File: src/sv/uvs_pkg.sv
// Shared widths, constants, register codes and helper functions for the UV sphere generator.
`timescale 1ns / 1ps

package uvs_pkg;

    // Field widths.
    localparam int CNT_W = 11;
    localparam int IDX_W = 11;
    localparam int RAD_W = 16;
    localparam int NRM_W = 16;
    localparam int POS_W = 17;
    localparam int TEX_W = 17;

    // Parameter defaults.
    localparam int MAX_STEPS_DEF  = 1024;
    localparam int ANGLE_BITS_DEF = 16;

    // Configuration register codes (word index of the APB address).
    localparam logic [1:0] REG_RADIUS = 2'd0;
    localparam logic [1:0] REG_LON    = 2'd1;
    localparam logic [1:0] REG_LAT    = 2'd2;

    // Reset values of the registers.
    localparam logic [RAD_W-1:0] RADIUS_RST = 16'd256;
    localparam logic [CNT_W-1:0] LON_RST    = 11'd32;
    localparam logic [CNT_W-1:0] LAT_RST    = 11'd16;

    // Quarter sine constants: pi/2 in Q2.30 and one in Q2.30.
    localparam logic [30:0] HALF_PI_Q30 = 31'd1686629713;
    localparam logic [30:0] ONE_Q30     = 31'd1073741824;

    // Reciprocals 2^32/k for the series divisors 72, 42, 20 and 6.
    localparam logic [32:0] Two32     = 33'h1_0000_0000;
    localparam logic [32:0] RECIP_72  = Two32 / 72;
    localparam logic [32:0] RECIP_42  = Two32 / 42;
    localparam logic [32:0] RECIP_20  = Two32 / 20;
    localparam logic [32:0] RECIP_6   = Two32 / 6;

    // Pipeline depth of the quarter sine unit.
    localparam int QS_LAT = 16;

    // Occupancy flags of the queue between front and back.
    typedef struct packed {
        logic full;
        logic empty;
    } q_stat_t;

    // Series divisor for step j of the Horner evaluation.
    function automatic logic [6:0] step_div(input int j);
        logic [6:0] k;
        case (j)
            0:       k = 7'd72;
            1:       k = 7'd42;
            2:       k = 7'd20;
            default: k = 7'd6;
        endcase
        return k;
    endfunction

    // Reciprocal of the series divisor for step j.
    function automatic logic [29:0] step_recip(input int j);
        logic [29:0] r;
        case (j)
            0:       r = RECIP_72[29:0];
            1:       r = RECIP_42[29:0];
            2:       r = RECIP_20[29:0];
            default: r = RECIP_6[29:0];
        endcase
        return r;
    endfunction

    // Product divided by 2^14, rounded to nearest with ties away from zero.
    function automatic logic signed [17:0] mul_rnd14(input logic signed [17:0] a,
                                                     input logic signed [17:0] b);
        logic        neg;
        logic [17:0] ma;
        logic [17:0] mb;
        logic [35:0] p;
        logic [17:0] m;
        neg = a[17] ^ b[17];
        ma  = a[17] ? 18'(-a) : 18'(a);
        mb  = b[17] ? 18'(-b) : 18'(b);
        p   = 36'(ma) * 36'(mb) + 36'd8192;
        m   = p[31:14];
        return neg ? -$signed(m) : $signed(m);
    endfunction

endpackage

File: src/sv/uvs_queue.sv
// Two-entry queue between the front end and the back end.
`timescale 1ns / 1ps

module uvs_queue #(
    parameter int W = 66
) (
    input  logic             clk,
    input  logic             rst_n,
    input  logic             push,
    input  logic [W-1:0]     push_data,
    input  logic             pop,
    output logic [W-1:0]     pop_data,
    output uvs_pkg::q_stat_t stat
);

    logic [W-1:0] mem_reg [0:1];
    logic         wr_ptr_reg, wr_ptr_next;
    logic         rd_ptr_reg, rd_ptr_next;
    logic [1:0]   cnt_reg, cnt_next;

    // Pointer and count updates.
    always_comb
    begin
        wr_ptr_next = push ? ~wr_ptr_reg : wr_ptr_reg;
        rd_ptr_next = pop ? ~rd_ptr_reg : rd_ptr_reg;
        cnt_next    = cnt_reg + 2'(push) - 2'(pop);
    end

    always_ff @(posedge clk or negedge rst_n)
    begin
        if (!rst_n)
        begin
            wr_ptr_reg <= 1'b0;
            rd_ptr_reg <= 1'b0;
            cnt_reg    <= 2'd0;
        end
        else
        begin
            wr_ptr_reg <= wr_ptr_next;
            rd_ptr_reg <= rd_ptr_next;
            cnt_reg    <= cnt_next;
        end
    end

    always_ff @(posedge clk)
    begin
        if (push)
            mem_reg[wr_ptr_reg] <= push_data;
    end

    assign pop_data   = mem_reg[rd_ptr_reg];
    assign stat.full  = (cnt_reg == 2'd2);
    assign stat.empty = (cnt_reg == 2'd0);

    // The back end drains every cycle, so the queue never holds more than one entry.
    a_no_overflow: assert property (@(posedge clk) disable iff (!rst_n)
        !(push && !pop && stat.full))
        else $error("queue overflow");
    a_no_underflow: assert property (@(posedge clk) disable iff (!rst_n)
        !(pop && stat.empty))
        else $error("queue underflow");
    a_shallow: assert property (@(posedge clk) disable iff (!rst_n)
        cnt_reg != 2'd2)
        else $error("queue filled beyond one entry");

endmodule

File: config.mk
export PLATFORM = sky130hd
export DESIGN_NAME = uvs_queue
export DESIGN_NICKNAME = d
export VERILOG_FILES = /design/src/sv/uvs_pkg.sv /design/src/sv/uvs_queue.sv
export SDC_FILE = /design/constraint.sdc
export NUM_CORES = 1
export LEC_CHECK = 0
export ABC_AREA = 1
export BUFFER_PORTS_ARGS = -buffer_cell sky130_fd_sc_hd__buf_2
export CAP_MARGIN = 5
export CORE_AREA = 2 2 115 117
export DETAILED_ROUTE_END_ITERATION = 12
export DIE_AREA = 0 0 117 119
export PLACE_DENSITY = 0.65
export SLEW_MARGIN = 5
export SYNTH_ARGS = -nofsm -noshare
export SYNTH_HDL_FRONTEND = slang
export SYNTH_SLANG_ARGS = --single-unit
export TNS_END_PERCENT = 30
File: constraint.sdc
create_clock -name clk -period 7.4 [get_ports clk]
set_input_delay 1.48 -clock clk [delete_from_list [all_inputs] [get_ports clk]]
set_output_delay 1.48 -clock clk [all_outputs]
set_load 0.01 [all_outputs]
==> Yosys cells after proc, flatten, opt, wreduce, memory -nomap -nowiden <==
Memories as Yosys holds them, arrays and structs flattened.
Index checks and enable logic that the tools add are counted.
{ "word_totals": {"ram_bits": 132, "register_bits": 4, "output_inout_bits": 68, "input_bits": 70, "memories": 1, "wordCells": 12} }
{ "memory_table": {"columns": ["memory", "words", "width", "rd", "rd_ports_with_merged_regs", "write_ports", "line_no", "source"], "rows": [
  ["mem_reg", 2, 66, 1, 0, 1, "uvs_queue.sv:16", "logic [W-1:0] mem_reg [0:1];"]
]} }
{ "op_classes": {"n_reduce_logical": 1, "bitwise_logic": 2, "mux": 2, "add_sub_neg": 2, "eq_ne": 1} }
{ "ops": {"columns": ["op", "count"], "rows": [
  ["$add 2x1->2", 1],
  ["$eq 2x2->1 const B", 1],
  ["$logic_not 2->1", 1],
  ["$mux 1", 2],
  ["$not 1->1", 2],
  ["$sub 2x1->2", 1]
]} }

==> Depth between registers and ports, before layout <==
{ "depth": {"word_depth": 2, "ltp_mapped": 7} }

==> Worst setup path after synthesis <==
Ideal clock, no wire load.
{ "synth_path": {"path_kind": "input to register", "startpoint": "input push", "endpoint": "memory mem_reg[0][0], enable pin", "arrival_ns": 4.288, "setup_slack_ns": 2.620, "cell_stages": 2, "required_time_ns": 6.908, "setup_time_ns": 0.492, "path_cell_list": "inv_1 > nor2_1"} }
{ "synth_via": {"elab_chain_len": 2} }
{ "synth_rtl": {"columns": ["element", "line_no", "source"], "rows": [
  ["start, declared", "uvs_queue.sv:9", "input logic push,"],
  ["$mux 1", "uvs_queue.sv:47", "if (push)"],
  ["$mux 1 (implied by the code)", "uvs_queue.sv:48", "mem_reg[wr_ptr_reg] <= push_data;"],
  ["end, declared", "uvs_queue.sv:16", null]
]} }
No other way between the ends.

==> Worst setup path in the final report <==
{ "layout_path": {"startpoint": "register rd_ptr_reg", "endpoint": "output pop_data[33]"} }
{ "layout_via": {"elab_chain_len": 1} }
{ "layout_rtl": {"columns": ["element", "line_no", "source"], "rows": [
  ["start, declared", "uvs_queue.sv:18", "logic rd_ptr_reg, rd_ptr_next;"],
  ["start signal, assigned", "uvs_queue.sv:40", "rd_ptr_reg <= rd_ptr_next;"],
  ["$mem_v2 2x66", null, null],
  ["end, declared", "uvs_queue.sv:12", "output logic [W-1:0] pop_data,"]
]} }
No other way between the ends.

==> qor.csv <==
metric,value,unit
outcome,"complete, no violations",
global route hottest layer,met2,
Post-CTS Hold Fix Bufs,0,
M3 GR Usage,0.0494,
Rel. slew slack,0.254,
Setup Buffers After CTS,0,
hold worst-path end,wr_ptr_reg,
Num Clock Sinks,136,
Power Density,389,nW/µm²
num ports,138,
Routed WL per cell,12.5,µm
Hold WC Path Type,reg -> reg,
CTS tree,yes,
multi-input logic area,667,µm²
DIE HEIGHT,119,µm
"Critical Path, Cell by Cell","o21ai_0, buf_2",
Die ar.,13900,µm²
r2r startpoint,wr_ptr_reg,
final hold vios,0,
total area of sequential cells,4070,µm²
"commonest non-fill, non-tap cell in the layout",buf_2,
Total GRT Usage,0.131,
Worst-Margin Slew,1.12,ns
placement row count,42,
R2R cell count,2,
area share of the largest cell type after synthesis,0.774,
part of the power in registers,0.455,
flop2flop setup slack,5.30,ns
Max-Cap Viols,0,
post-synthesis cell count,369,
Synth Cell Area,5120,µm²
Worst Hold Depth,1,
RePlAce Congestion,0.754,
CORE AREA,12900,µm²
DP Wirelength,5570,µm
DRC violations left,0,
Num CTS Buffers,17,
P_int,1.76,mW
clock buffer depth,2,
unrepaired setup endpoints after global routing,no,
maximum VDD drop,213,µV
syn avg cell area,13.9,µm²
clock transition at the registers of the reported paths,0.05,ns
Root Driver,clkbuf_16,
met1 Use GR,0.148,
startpoint types,flop,
Synth Net Count,441,
GR Util met2,0.213,
CP endpoint kind,primary output,
sequential share of the synthesized area,0.794,
r2r endpoint,mem_reg[0][31],
share of cells above drive strength 1,0.318,
clock power share,0.318,
post-synth top area cell,edfxtp_1,
Final Slew Violations,0,
Yosys cell types,13,
placed cell area,5930,µm²
Sw Ratio,0.301,
Yosys reg bits,136,
Gate power share,0.226,
# diodes,0,
Initial Util,0.398,
Worst Hold Launch,wr_ptr_reg,
initial drt markers,144,
largest net degree at the start of global routing,134,
"slowest stage delay, CP",1.16,ns
Setup TNS,0,ns
routed vias,2994,
Filler cells,1132,
Worst path slowest cell,dfrtp_4,
Post-layout nets,585,
antenna violations before repair,0,
worst skew pair latency,0.41,ns
drt pass-1 iters,4,
kind of critical path,reg -> out,
f_max,274,MHz
leading cell types by total area after synthesis,"edfxtp_1 77%, o21ai_0 6.5%, inv_1 5.4%",
Clock Skew,0.00547,ns
critical path arrival,2.17,ns
port bufs,137,
max FFs per register,132,
yosys warns,0,
Total Wirelength,8780,µm
CP required,5.92,ns
first-pass GRT wire length,13500,µm
post-route ant nets,0,
gr ovfl total,0,
crit-path max FO,133,
number of gates resized after cts,0,
Final Cycle Share,0.493,
DIE WIDTH,117,µm
Leak Pwr,2.79,nW
Vias/cell,4.27,
design area,6490,µm²
final setup vio count,0,
CTS H-tree lvls,4,
vias in the first global route,2908,
fin crit period,3.65,ns
switching power,0.760,mW
Area Growth Syn to Fin,26.8,%
highest-count cells in the layout ignoring fill and taps,"137 x buf_2, 132 x edfxtp_1, 72 x inv_1, 72 x nand2_1, 66 x o21ai_0",
-- cells in the mapped netlist (all sizes together) --
master / count
inv: 73
buf: 2
o21ai: 66
dfrtp: 4
nand3: 1
nand2: 72
xor2: 2
clkbuf: 12
nor2: 3
ha: 2
edfxtp: 132
-- routing by layer --
layer	wire, µm	part of all wire	vias up
li1	-	-	1533
met1	3500	0.40	1346
met2	4470	0.51	95
met3	620	0.071	20
met4	188	0.021	0
met5	0	0	-
-- critical path: cells and delay by family (launching register included) --
family	cells	cell delay, ns
buffers and inverters	1	0.22
flip-flops	1	1.16
AO/OA/AOI/OAI	1	0.33
-- worst max path at each step --
stage / startpoint / endpoint / slack, ns / cells past startpoint
after global placement: push / mem_reg[0][27] / 4.02 / 4
after floorplan: push / mem_reg[0][0] / 2.62 / 2
after detailed placement: push / mem_reg[0][36] / 3.97 / 4
final: rd_ptr_reg / pop_data[33] / 3.75 / 2
after global routing: rd_ptr_reg / pop_data[33] / 3.56 / 2
after CTS: rd_ptr_reg / pop_data[28] / 3.70 / 2
-- area by class of cell --
| type | count | share of cell area |
|---|---|---|
| tap | 176 | 0.0339 |
| clock buffer | 18 | 0.0661 |
| multi-input combinational | 146 | 0.103 |
| inverter | 73 | 0.0422 |
| sequential | 136 | 0.626 |
| clock inverter | 13 | 0.0210 |
| timing repair buffer | 139 | 0.108 |
-- kinds of logic after synthesis --
kind of cell | after synthesis | synth area share
DFF | 136 | 0.794
buffers and inverters | 87 | 0.0777
and+or+nand+nor | 76 | 0.0559
xor gates and xnor gates | 2 | 0.00342
AOI/OAI and AO/OA | 66 | 0.0645
adders and majority gates | 2 | 0.00489
-- power groups by stage --
stage	Combinational (mW)	Clock [mW]	Sequential, mW
3_5_place_dp	0.588	0	1.17
6_report	0.572	0.803	1.15
4_1_cts	0.590	0.823	1.15
3_3_place_gp	0.578	0	1.16
2_1_floorplan	0.432	0	1.08
5_1_grt	0.654	0.857	1.18
-- through the flow --
step                power [mW]  hold WS, ns  utilization  cells  worst slack [ns]
global placement          1.74        0.538        0.461    670              4.02
global route              2.69        0.565        0.504    701              3.56
detailed placement        1.76        0.538        0.461    670              3.97
floorplan                 1.51        0.463            -    369              2.62
finish                    2.52        0.552        0.504    701              3.75
CTS                       2.57        0.550        0.504    701              3.70
Note: power is estimated with default switching activity, not from simulation.
