`config.mk`:
```
export PLATFORM = sky130hd
export DESIGN_NAME = uvs_front
export DESIGN_NICKNAME = d
export VERILOG_FILES = /design/src/sv/uvs_pkg.sv /design/src/sv/uvs_div.sv /design/src/sv/uvs_front.sv
export SDC_FILE = /design/constraint.sdc
export NUM_CORES = 2
export LEC_CHECK = 0
export CORE_MARGIN = 3
export CORE_UTILIZATION = 60
export CTS_BUF_LIST = sky130_fd_sc_hd__clkbuf_4 sky130_fd_sc_hd__clkbuf_8
export DETAILED_ROUTE_END_ITERATION = 8
export DONT_BUFFER_PORTS = 1
export PLACE_DENSITY = 0.87
export SLEW_MARGIN = 10
export SYNTH_ARGS = -nofsm -noshare
export SYNTH_HDL_FRONTEND = slang
export SYNTH_SLANG_ARGS = --single-unit
```
`constraint.sdc`:
```
create_clock -name clk -period 2.35 [get_ports clk]
set_input_delay 0.235 -clock clk [delete_from_list [all_inputs] [get_ports clk]]
set_output_delay 0.235 -clock clk [all_outputs]
set_load 0.01 [all_outputs]
```
`src/sv/uvs_pkg.sv`:
```
// Shared widths, constants, register codes and helper functions for the UV sphere generator.
`timescale 1ns / 1ps

package uvs_pkg;

    // Field widths.
    localparam int CNT_W = 11;
    localparam int IDX_W = 11;
    localparam int RAD_W = 16;
    localparam int NRM_W = 16;
    localparam int POS_W = 17;
    localparam int TEX_W = 17;

    // Parameter defaults.
    localparam int MAX_STEPS_DEF  = 1024;
    localparam int ANGLE_BITS_DEF = 16;

    // Configuration register codes (word index of the APB address).
    localparam logic [1:0] REG_RADIUS = 2'd0;
    localparam logic [1:0] REG_LON    = 2'd1;
    localparam logic [1:0] REG_LAT    = 2'd2;

    // Reset values of the registers.
    localparam logic [RAD_W-1:0] RADIUS_RST = 16'd256;
    localparam logic [CNT_W-1:0] LON_RST    = 11'd32;
    localparam logic [CNT_W-1:0] LAT_RST    = 11'd16;

    // Quarter sine constants: pi/2 in Q2.30 and one in Q2.30.
    localparam logic [30:0] HALF_PI_Q30 = 31'd1686629713;
    localparam logic [30:0] ONE_Q30     = 31'd1073741824;

    // Reciprocals 2^32/k for the series divisors 72, 42, 20 and 6.
    localparam logic [32:0] Two32     = 33'h1_0000_0000;
    localparam logic [32:0] RECIP_72  = Two32 / 72;
    localparam logic [32:0] RECIP_42  = Two32 / 42;
    localparam logic [32:0] RECIP_20  = Two32 / 20;
    localparam logic [32:0] RECIP_6   = Two32 / 6;

    // Pipeline depth of the quarter sine unit.
    localparam int QS_LAT = 16;

    // Occupancy flags of the queue between front and back.
    typedef struct packed {
        logic full;
        logic empty;
    } q_stat_t;

    // Series divisor for step j of the Horner evaluation.
    function automatic logic [6:0] step_div(input int j);
        logic [6:0] k;
        case (j)
            0:       k = 7'd72;
            1:       k = 7'd42;
            2:       k = 7'd20;
            default: k = 7'd6;
        endcase
        return k;
    endfunction

    // Reciprocal of the series divisor for step j.
    function automatic logic [29:0] step_recip(input int j);
        logic [29:0] r;
        case (j)
            0:       r = RECIP_72[29:0];
            1:       r = RECIP_42[29:0];
            2:       r = RECIP_20[29:0];
            default: r = RECIP_6[29:0];
        endcase
        return r;
    endfunction

    // Product divided by 2^14, rounded to nearest with ties away from zero.
    function automatic logic signed [17:0] mul_rnd14(input logic signed [17:0] a,
                                                     input logic signed [17:0] b);
        logic        neg;
        logic [17:0] ma;
        logic [17:0] mb;
        logic [35:0] p;
        logic [17:0] m;
        neg = a[17] ^ b[17];
        ma  = a[17] ? 18'(-a) : 18'(a);
        mb  = b[17] ? 18'(-b) : 18'(b);
        p   = 36'(ma) * 36'(mb) + 36'd8192;
        m   = p[31:14];
        return neg ? -$signed(m) : $signed(m);
    endfunction

endpackage

```
`src/sv/uvs_div.sv`:
```
// Pipelined restoring divider, one quotient bit per stage.
`timescale 1ns / 1ps

module uvs_div #(
    parameter int NW = 29,
    parameter int QW = 17,
    parameter int DW = 11
) (
    input  logic          clk,
    input  logic [NW-1:0] num,
    input  logic [DW-1:0] den,
    output logic [QW-1:0] quo
);

    logic [DW-1:0] rem_reg [0:QW-1];
    logic [QW-1:0] low_reg [0:QW-1];
    logic [QW-1:0] quo_reg [0:QW-1];
    logic [DW-1:0] den_reg [0:QW-1];

    genvar i;
    generate
        for (i = 0; i < QW; i++)
        begin : g_stage
            logic [DW-1:0] rem_in;
            logic [QW-1:0] low_in;
            logic [QW-1:0] quo_in;
            logic [DW-1:0] den_in;
            logic [DW:0]   trial;
            logic          ge;
            logic [DW:0]   diff;
            logic [DW-1:0] rem_next;
            logic [QW-1:0] low_next;
            logic [QW-1:0] quo_next;

            // The quotient fits in QW bits, so the upper numerator part is below the divisor.
            if (i == 0)
            begin : g_first
                always_comb
                begin
                    rem_in = num[QW+DW-1:QW];
                    low_in = num[QW-1:0];
                    quo_in = '0;
                    den_in = den;
                end
            end
            else
            begin : g_next
                always_comb
                begin
                    rem_in = rem_reg[i-1];
                    low_in = low_reg[i-1];
                    quo_in = quo_reg[i-1];
                    den_in = den_reg[i-1];
                end
            end

            // Shift in one numerator bit and subtract the divisor when it fits.
            always_comb
            begin
                trial    = {rem_in, low_in[QW-1]};
                ge       = (trial >= {1'b0, den_in});
                diff     = trial - {1'b0, den_in};
                rem_next = ge ? diff[DW-1:0] : trial[DW-1:0];
                low_next = {low_in[QW-2:0], 1'b0};
                quo_next = {quo_in[QW-2:0], ge};
            end

            always_ff @(posedge clk)
            begin
                rem_reg[i] <= rem_next;
                low_reg[i] <= low_next;
                quo_reg[i] <= quo_next;
                den_reg[i] <= den_in;
            end
        end
    endgenerate

    assign quo = quo_reg[QW-1];

endmodule

```
`src/sv/uvs_front.sv`:
```
// Front end: clamps the grid indices and divides them into texture coordinates and phases.
`timescale 1ns / 1ps

module uvs_front #(
    parameter int MAX_STEPS  = uvs_pkg::MAX_STEPS_DEF,
    parameter int ANGLE_BITS = uvs_pkg::ANGLE_BITS_DEF
) (
    input  logic                        clk,
    input  logic                        rst_n,
    input  logic                        take,
    input  logic [uvs_pkg::IDX_W-1:0]   lat_index,
    input  logic [uvs_pkg::IDX_W-1:0]   lon_index,
    input  logic [uvs_pkg::CNT_W-1:0]   longitude_count,
    input  logic [uvs_pkg::CNT_W-1:0]   latitude_count,
    output logic                        out_valid,
    output logic [uvs_pkg::TEX_W-1:0]   tex_u,
    output logic [uvs_pkg::TEX_W-1:0]   tex_v,
    output logic [ANGLE_BITS-1:0]       theta,
    output logic [ANGLE_BITS-1:0]       phi
);

    localparam int QW = (ANGLE_BITS + 1 > 17) ? ANGLE_BITS + 1 : 17;
    localparam int NW = QW + 12;
    localparam int CW = uvs_pkg::CNT_W;

    logic [CW-1:0] lc;
    logic [CW-1:0] mc;
    logic [CW-1:0] a;
    logic [CW-1:0] b;

    logic [NW-1:0] num_u_reg, num_v_reg, num_t_reg, num_p_reg;
    logic [NW-1:0] num_u_next, num_v_next, num_t_next, num_p_next;
    logic [CW-1:0] lc_reg, mc_reg;
    logic [QW:0]   vld_reg;
    logic [QW:0]   vld_next;

    logic [QW-1:0] quo_u, quo_v, quo_t, quo_p;

    // Effective count: zero acts as one, large counts are limited to the step maximum.
    function automatic logic [CW-1:0] eff_count(input logic [CW-1:0] c);
        logic [CW-1:0] e;
        if (c == '0)
            e = CW'(1);
        else if (32'(c) > 32'(MAX_STEPS))
            e = CW'(MAX_STEPS);
        else
            e = c;
        return e;
    endfunction

    // Clamp the indices and form the rounded numerators.
    always_comb
    begin
        lc = eff_count(latitude_count);
        mc = eff_count(longitude_count);
        a  = (lat_index > lc) ? lc : lat_index;
        b  = (lon_index > mc) ? mc : lon_index;
        num_u_next = (NW'(b) << 16) + NW'(mc >> 1);
        num_v_next = (NW'(a) << 16) + NW'(lc >> 1);
        num_t_next = (NW'(b) << ANGLE_BITS) + NW'(mc >> 1);
        num_p_next = (NW'(a) << (ANGLE_BITS - 1)) + NW'(lc >> 1);
        vld_next   = {vld_reg[QW-1:0], take};
    end

    always_ff @(posedge clk)
    begin
        num_u_reg <= num_u_next;
        num_v_reg <= num_v_next;
        num_t_reg <= num_t_next;
        num_p_reg <= num_p_next;
        lc_reg    <= lc;
        mc_reg    <= mc;
    end

    // Valid bits follow the transactions through the divider stages.
    always_ff @(posedge clk or negedge rst_n)
    begin
        if (!rst_n)
            vld_reg <= '0;
        else
            vld_reg <= vld_next;
    end

    uvs_div #(.NW(NW), .QW(QW), .DW(CW)) u_div_u (
        .clk(clk), .num(num_u_reg), .den(mc_reg), .quo(quo_u)
    );
    uvs_div #(.NW(NW), .QW(QW), .DW(CW)) u_div_v (
        .clk(clk), .num(num_v_reg), .den(lc_reg), .quo(quo_v)
    );
    uvs_div #(.NW(NW), .QW(QW), .DW(CW)) u_div_t (
        .clk(clk), .num(num_t_reg), .den(mc_reg), .quo(quo_t)
    );
    uvs_div #(.NW(NW), .QW(QW), .DW(CW)) u_div_p (
        .clk(clk), .num(num_p_reg), .den(lc_reg), .quo(quo_p)
    );

    // The theta phase wraps to one full turn; v counts down from one.
    assign out_valid = vld_reg[QW];
    assign tex_u     = quo_u[uvs_pkg::TEX_W-1:0];
    assign tex_v     = 17'd65536 - quo_v[uvs_pkg::TEX_W-1:0];
    assign theta     = quo_t[ANGLE_BITS-1:0];
    assign phi       = quo_p[ANGLE_BITS-1:0];

endmodule

```
# == Yosys cells after proc, flatten, opt, wreduce, memory -nomap -nowiden ==
# Memories as Yosys holds them, arrays and structs flattened.
# Index checks and enable logic that the tools add are counted.
# op_classes
n_addsub,71
mux,73
magnitude_cmp,71
n_reduce_logical,2
# op_table
op,n
2-to-1 mux 11 bit,73
greater-or-equal comparator 12 x 11 -> 1 bit,66
subtractor 11 bit,67
adder 27 x 10 -> 28 bit,2
adder 26 x 10 -> 27 bit,1
greater-than comparator 11 bit,2
"greater-than comparator 11 bit, second input constant",2
zero test 11 bit,2
"subtractor 17 bit, first input constant",1
greater-or-equal comparator 11 bit,1
# totals
register_bits,123
mem_count,16
output_inout_bits,67
inputBits,47
wordCells,239
mem_bits_rw,3740
# memory_table
name,depth,width,read_ports,rd_ports_with_merged_regs,wr,line,text
u_div_p.quo_reg,17,17,17,0,17,uvs_div.sv:17,logic [QW-1:0] quo_reg [0:QW-1];
u_div_t.quo_reg,17,17,17,0,17,uvs_div.sv:17,
u_div_u.quo_reg,17,17,17,0,17,uvs_div.sv:17,
u_div_v.quo_reg,17,17,17,0,17,uvs_div.sv:17,
u_div_p.low_reg,17,16,16,0,17,uvs_div.sv:16,logic [QW-1:0] low_reg [0:QW-1];
u_div_t.low_reg,17,16,16,0,17,uvs_div.sv:16,
10 more memories,--,--,--,--,--,--,

# == Longest topological paths before layout ==
# depth
depth_word,6
ltp_mapped,11
ltp_nobuf,10

# == Hierarchy ==
# From an unflattened synthesis, not the netlist that was laid out.
# unflattened
cells_unflattened,9117
hier_area_um2,99087.5
# modules_own_cells
mod,seq_area_each_um2,area_each_um2,n_inst,cells_per_inst
uvs_div (u_div_p ...),12832.3,23845.4,3,2194
uvs_div (u_div_t),12832.3,24935.2,1,2297
uvs_front,1331.3,2616.3,1,238

# == Worst setup path after synthesis ==
# OpenSTA, ideal clock, no wires.
# synth_timing
kind,reg-to-reg
from,register lc_reg[1]
to,memory u_div_p.rem_reg[0][2]
path_stages_with_launch,9
period_less_slack_ps,2571
t_arrival_ps,2450
required_ps,2229
path_buffers,0
setup_ps,121
slack_ps,-221
path_cell_list,dfxtp_1 > inv_1 > ha_1 > nor2b_4 > o2111a_1 > or4_4 > a311oi_4 > a211oi_4 > mux2_4
# synth_lines
item,line,text
start: declaration,uvs_front.sv:33,"logic [CW-1:0] lc_reg, mc_reg;"
start signal: assignment,uvs_front.sv:71,lc_reg <= lc;
end: declaration,uvs_div.sv:15,logic [DW-1:0] rem_reg [0:QW-1];

==> impl_metrics.py <==
metrics = {
    "cells_and_area": {
        "nets": 7437,
        "regArea_um2": 27900,
        "fin_cells": 8303,
        "multi_input_area_um2": 32300,
        "nFillCells": 6704,
        "final_core_util_pct": 72.2,
        "area_growth_pct": 18.8,
        "drive_gt1_share_pct": 18.6,
    },
    "floorplanning": {
        "dieArea_um2": 106000,
        "initial_utilization_pct": 60.8,
        "core_area_um2": 101000,
        "die_x_um": 325,
        "die_y_um": 325,
        "rows": 116,
        "io-pin-count": 114,
    },
    "sta": {
        "fin_worst_skew_ns": 0.0645,
        "period_minus_slack_ns": 2.96,
        "fin_ws_ns": -0.611,
        "slew_viol_final": 0,
        "worst_pin_slew_ns": 0.754,
        "fin_crit_sh_pct": 126,
        "rsz0062_at_grt": "true",
        "max_freq_ghz": 0.338,
        "setup-violations-final": 65,
        "final-hold-violation-count": 0,
        "slew_headroom_pct": 49.2,
    },
    "critical_path": {
        "end_kind": "primary output",
        "cp-start-kind": "flop",
        "crit_fanout": 2,
        "cp_data_arrival_time_ns": 2.73,
        "cp.required_ns": 2.12,
        "reg2reg_depth": 9,
        "crit_type": "reg2out",
    },
    "synth": {
        "syn-instance-count": 6257,
        "yosys.area_share.simple_pct": 12.9,
        "syn_area_um2": 61100,
        "synth.distinct_cells": 80,
        "synth_area_per_cell_um2": 9.77,
        "synth_area_leaders": "dfxtp_1 (45%), ha_1 (12%), a21oi_1 (4.2%)",
        "synth.most_common_cell": "dfxtp_1",
        "synth_mux_area_share_pct": 4.66,
        "synth_fp_nets": 6925,
        "synth-compound-area-share_pct": 15.2,
        "synth_xor_area_share_pct": 4.17,
        "synth_enable_flop_cells": 0,
        "synth_seq_cells": 1385,
        "yosysTopAreaCellShare_pct": 44.8,
        "synth_area_leader_cell": "dfxtp_1",
        "synth_top_flop_cell": "dfxtp_1",
        "yosysWarnings": 0,
        "synth_top_family_by_area": "compound AO/OA/AOI/OAI gates",
        "ys_async_sr_fraction_pct": 1.30,
        "synth_fa_ha_area_share_pct": 13.3,
        "synth-seq-area-share_pct": 45.5,
        "synthTopCellsByCount": "dfxtp_1 (1367), ha_1 (573), nor2_1 (570), inv_1 (553), a21oi_1 (508)",
    },
    "power_and_ir_drop": {
        "clockPowerShare_pct": 19.0,
        "p_switching_mw": 44.6,
        "pwr-share-comb_pct": 49.2,
        "total_power_mw": 118,
        "p_int_mw": 73.2,
        "ir_worst_vdd_v": 0.000833,
        "power.leakage_nw": 32.3,
        "netSwitchingFraction_pct": 37.9,
        "p_per_area_nw_per_um2": 1620,
        "power_frac_seq_pct": 31.8,
    },
    "status": {
        "violations": "setup timing",
        "status": "complete, but fails checks",
    },
    "clocking": {
        "tritoncts": "done",
        "clk_path_buf_depth": 3,
        "clk_pin_slew_worst_paths_ns": 0.06,
        "cts_max_level": 4,
        "cts_sinks": 1385,
        "cts-root-buf": "clkbuf_8",
        "cts_made_buffers": 210,
        "clock_latency_ns": 0.91,
    },
    "detailed_routing": {
        "m1WireLength_mm": 60.1,
        "vias": 47400,
        "wl_met3_mm": 7.92,
        "highest_layer": "met5",
        "via_per_inst": 5.71,
        "drtAntennaViolNets": 0,
        "drt_iter0_markers": 3212,
        "wirelength_mm": 148,
        "drc_errors": 0,
        "wl_met2_mm": 73.2,
        "avgRoutedWirePerCell_um": 17.8,
        "dr.pass1.iters": 6,
    },
    "placement": {
        "gp_congestion": 0.925,
        "port_buffers": 0,
        "dp_cells": 7743,
        "dp_hpwl_mm": 103,
    },
    "run": {
        "cap_violations": 0,
    },
    "min_path": {
        "whs_path_depth": 2,
        "worst_hold_path_type": "in2reg",
    },
    "grt": {
        "grt_use_total_pct": 26.2,
        "antenna_found_initial": 6,
        "grt_pass1_vias": 47300,
        "grt_start_max_net_pins": 20,
        "grt_pass1_wl_mm": 230,
        "overflow": 0,
    },
}
logic make-up after synthesis:
| logic type | count (synthesis) |
|---|---|
| multiplexers | 259 |
| flip-flops | 1385 |
| XOR/XNOR | 291 |
| buffers and inverters | 685 |
| adder cells (fa/ha/maj) | 621 |
| AND/OR/NAND/NOR | 1569 |
| AO/OA/AOI/OAI | 1447 |
metrics by stage:
step           TNS [ns]  hold WS, ns  worst slack [ns]  instance area (um^2)
2_1_floorplan         0      -0.0606           0.00452                 61200
3_3_place_gp      -5.88      -0.0600            -0.255                 64300
3_5_place_dp     -11.80      -0.0600            -0.270                 64300
4_1_cts           -5.18      0.00150            -0.679                 70700
5_1_grt          -16.54       0.0339            -0.737                 72600
6_report          -7.30       0.0835            -0.611                 72600
worst max-delay path: stages, from the launching register on:
cell and delay [ns]:
dfxtp_2 0.32, or4_4 0.55, nor4_4 0.13, buf_4 0.17, nand3_4 0.13, nor3_4 0.19
xor2_2 0.19, buf_4 0.15
worst paths after layout:
| path | startpoint | slack [ns] | endpoint |
|---|---|---|---|
| hold reg to reg | u_div_v.quo_reg[7][1] | 0.27 | u_div_v.quo_reg[8][2] |
| setup reg to reg | u_div_v.den_reg[0][91] | -0.13 | u_div_p.rem_reg[0][103] |
| max in group asynchronous | rst_n | 1.43 | vld_reg[8] |
| setup / recovery | u_div_v.quo_reg[16][10] | -0.61 | tex_v[16] |
| hold / removal | lat_index[1] | 0.08 | num_v_reg[17] |
| min in group asynchronous | rst_n | 0.39 | vld_reg[17] |
repair_timing:
action,4_1_cts,5_1_grt
endpoints found under the setup margin,218,496
gates cloned,9,7
hold buffers,76,3
pin swaps,33,108
gates resized for setup,114,397
hold endpoints to repair,63,5
setup buffers,32,49
metal layers:
metal,track usage [%],up-vias
li1,-,22900
met1,30.8,22400
met2,46.5,1581
met3,4.42,502
met4,12.4,2
met5,0,-
power groups by stage:
stage	clock network, mW	registers, mW	logic (mW)
2_1_floorplan	0	35.2	39.5
3_3_place_gp	0	37.3	49.4
3_5_place_dp	0	37.5	51.2
4_1_cts	22.8	37.1	53.2
5_1_grt	23.8	38.0	63.6
6_report	22.4	37.4	57.9
layout make-up:
type	instances	share of cell area (%)
Antenna cell	1	0.00345
Clock buffer	319	5.67
Clock inverter	69	1.11
Inverter	555	2.88
Multi-Input combinational cell	4188	44.5
Sequential cell	1385	38.4
Tap cell	1357	2.34
Timing Repair Buffer	429	5.13
layout by cell type, fill, tap and decap left out, types with 24 or more instances in the layout:
| master | instances |
|---|---|
| o21a_1 | 138 |
| o21ai_0 | 199 |
| ha_4 | 37 |
| or3_1 | 56 |
| dfxtp_2 | 43 |
| xor2_1 | 124 |
| inv_2 | 30 |
| a21boi_0 | 46 |
| fa_2 | 29 |
| nand2b_1 | 96 |
| dlygate4sd3_1 | 69 |
| nand2_1 | 223 |
| o311ai_0 | 25 |
| clkinv_2 | 38 |
| a21oi_1 | 459 |
| ha_1 | 522 |
| a22oi_1 | 37 |
| o211a_1 | 37 |
| dfxtp_1 | 1323 |
| nor3_1 | 119 |
| mux2_4 | 72 |
| nand3_1 | 73 |
| clkbuf_8 | 275 |
| a211oi_1 | 40 |
| or2_2 | 24 |
| xnor2_1 | 160 |
| and3_1 | 55 |
| nand4_1 | 25 |
| o21ai_1 | 43 |
| o211ai_1 | 31 |
| a21o_1 | 102 |
| inv_1 | 521 |
| clkbuf_4 | 44 |
| a21oi_2 | 49 |
| buf_6 | 26 |
| mux2_2 | 116 |
| nor2b_1 | 141 |
| nor2_1 | 566 |
| mux2i_1 | 69 |
| buf_4 | 307 |
No activity file was read; power rests on OpenSTA's default activity.
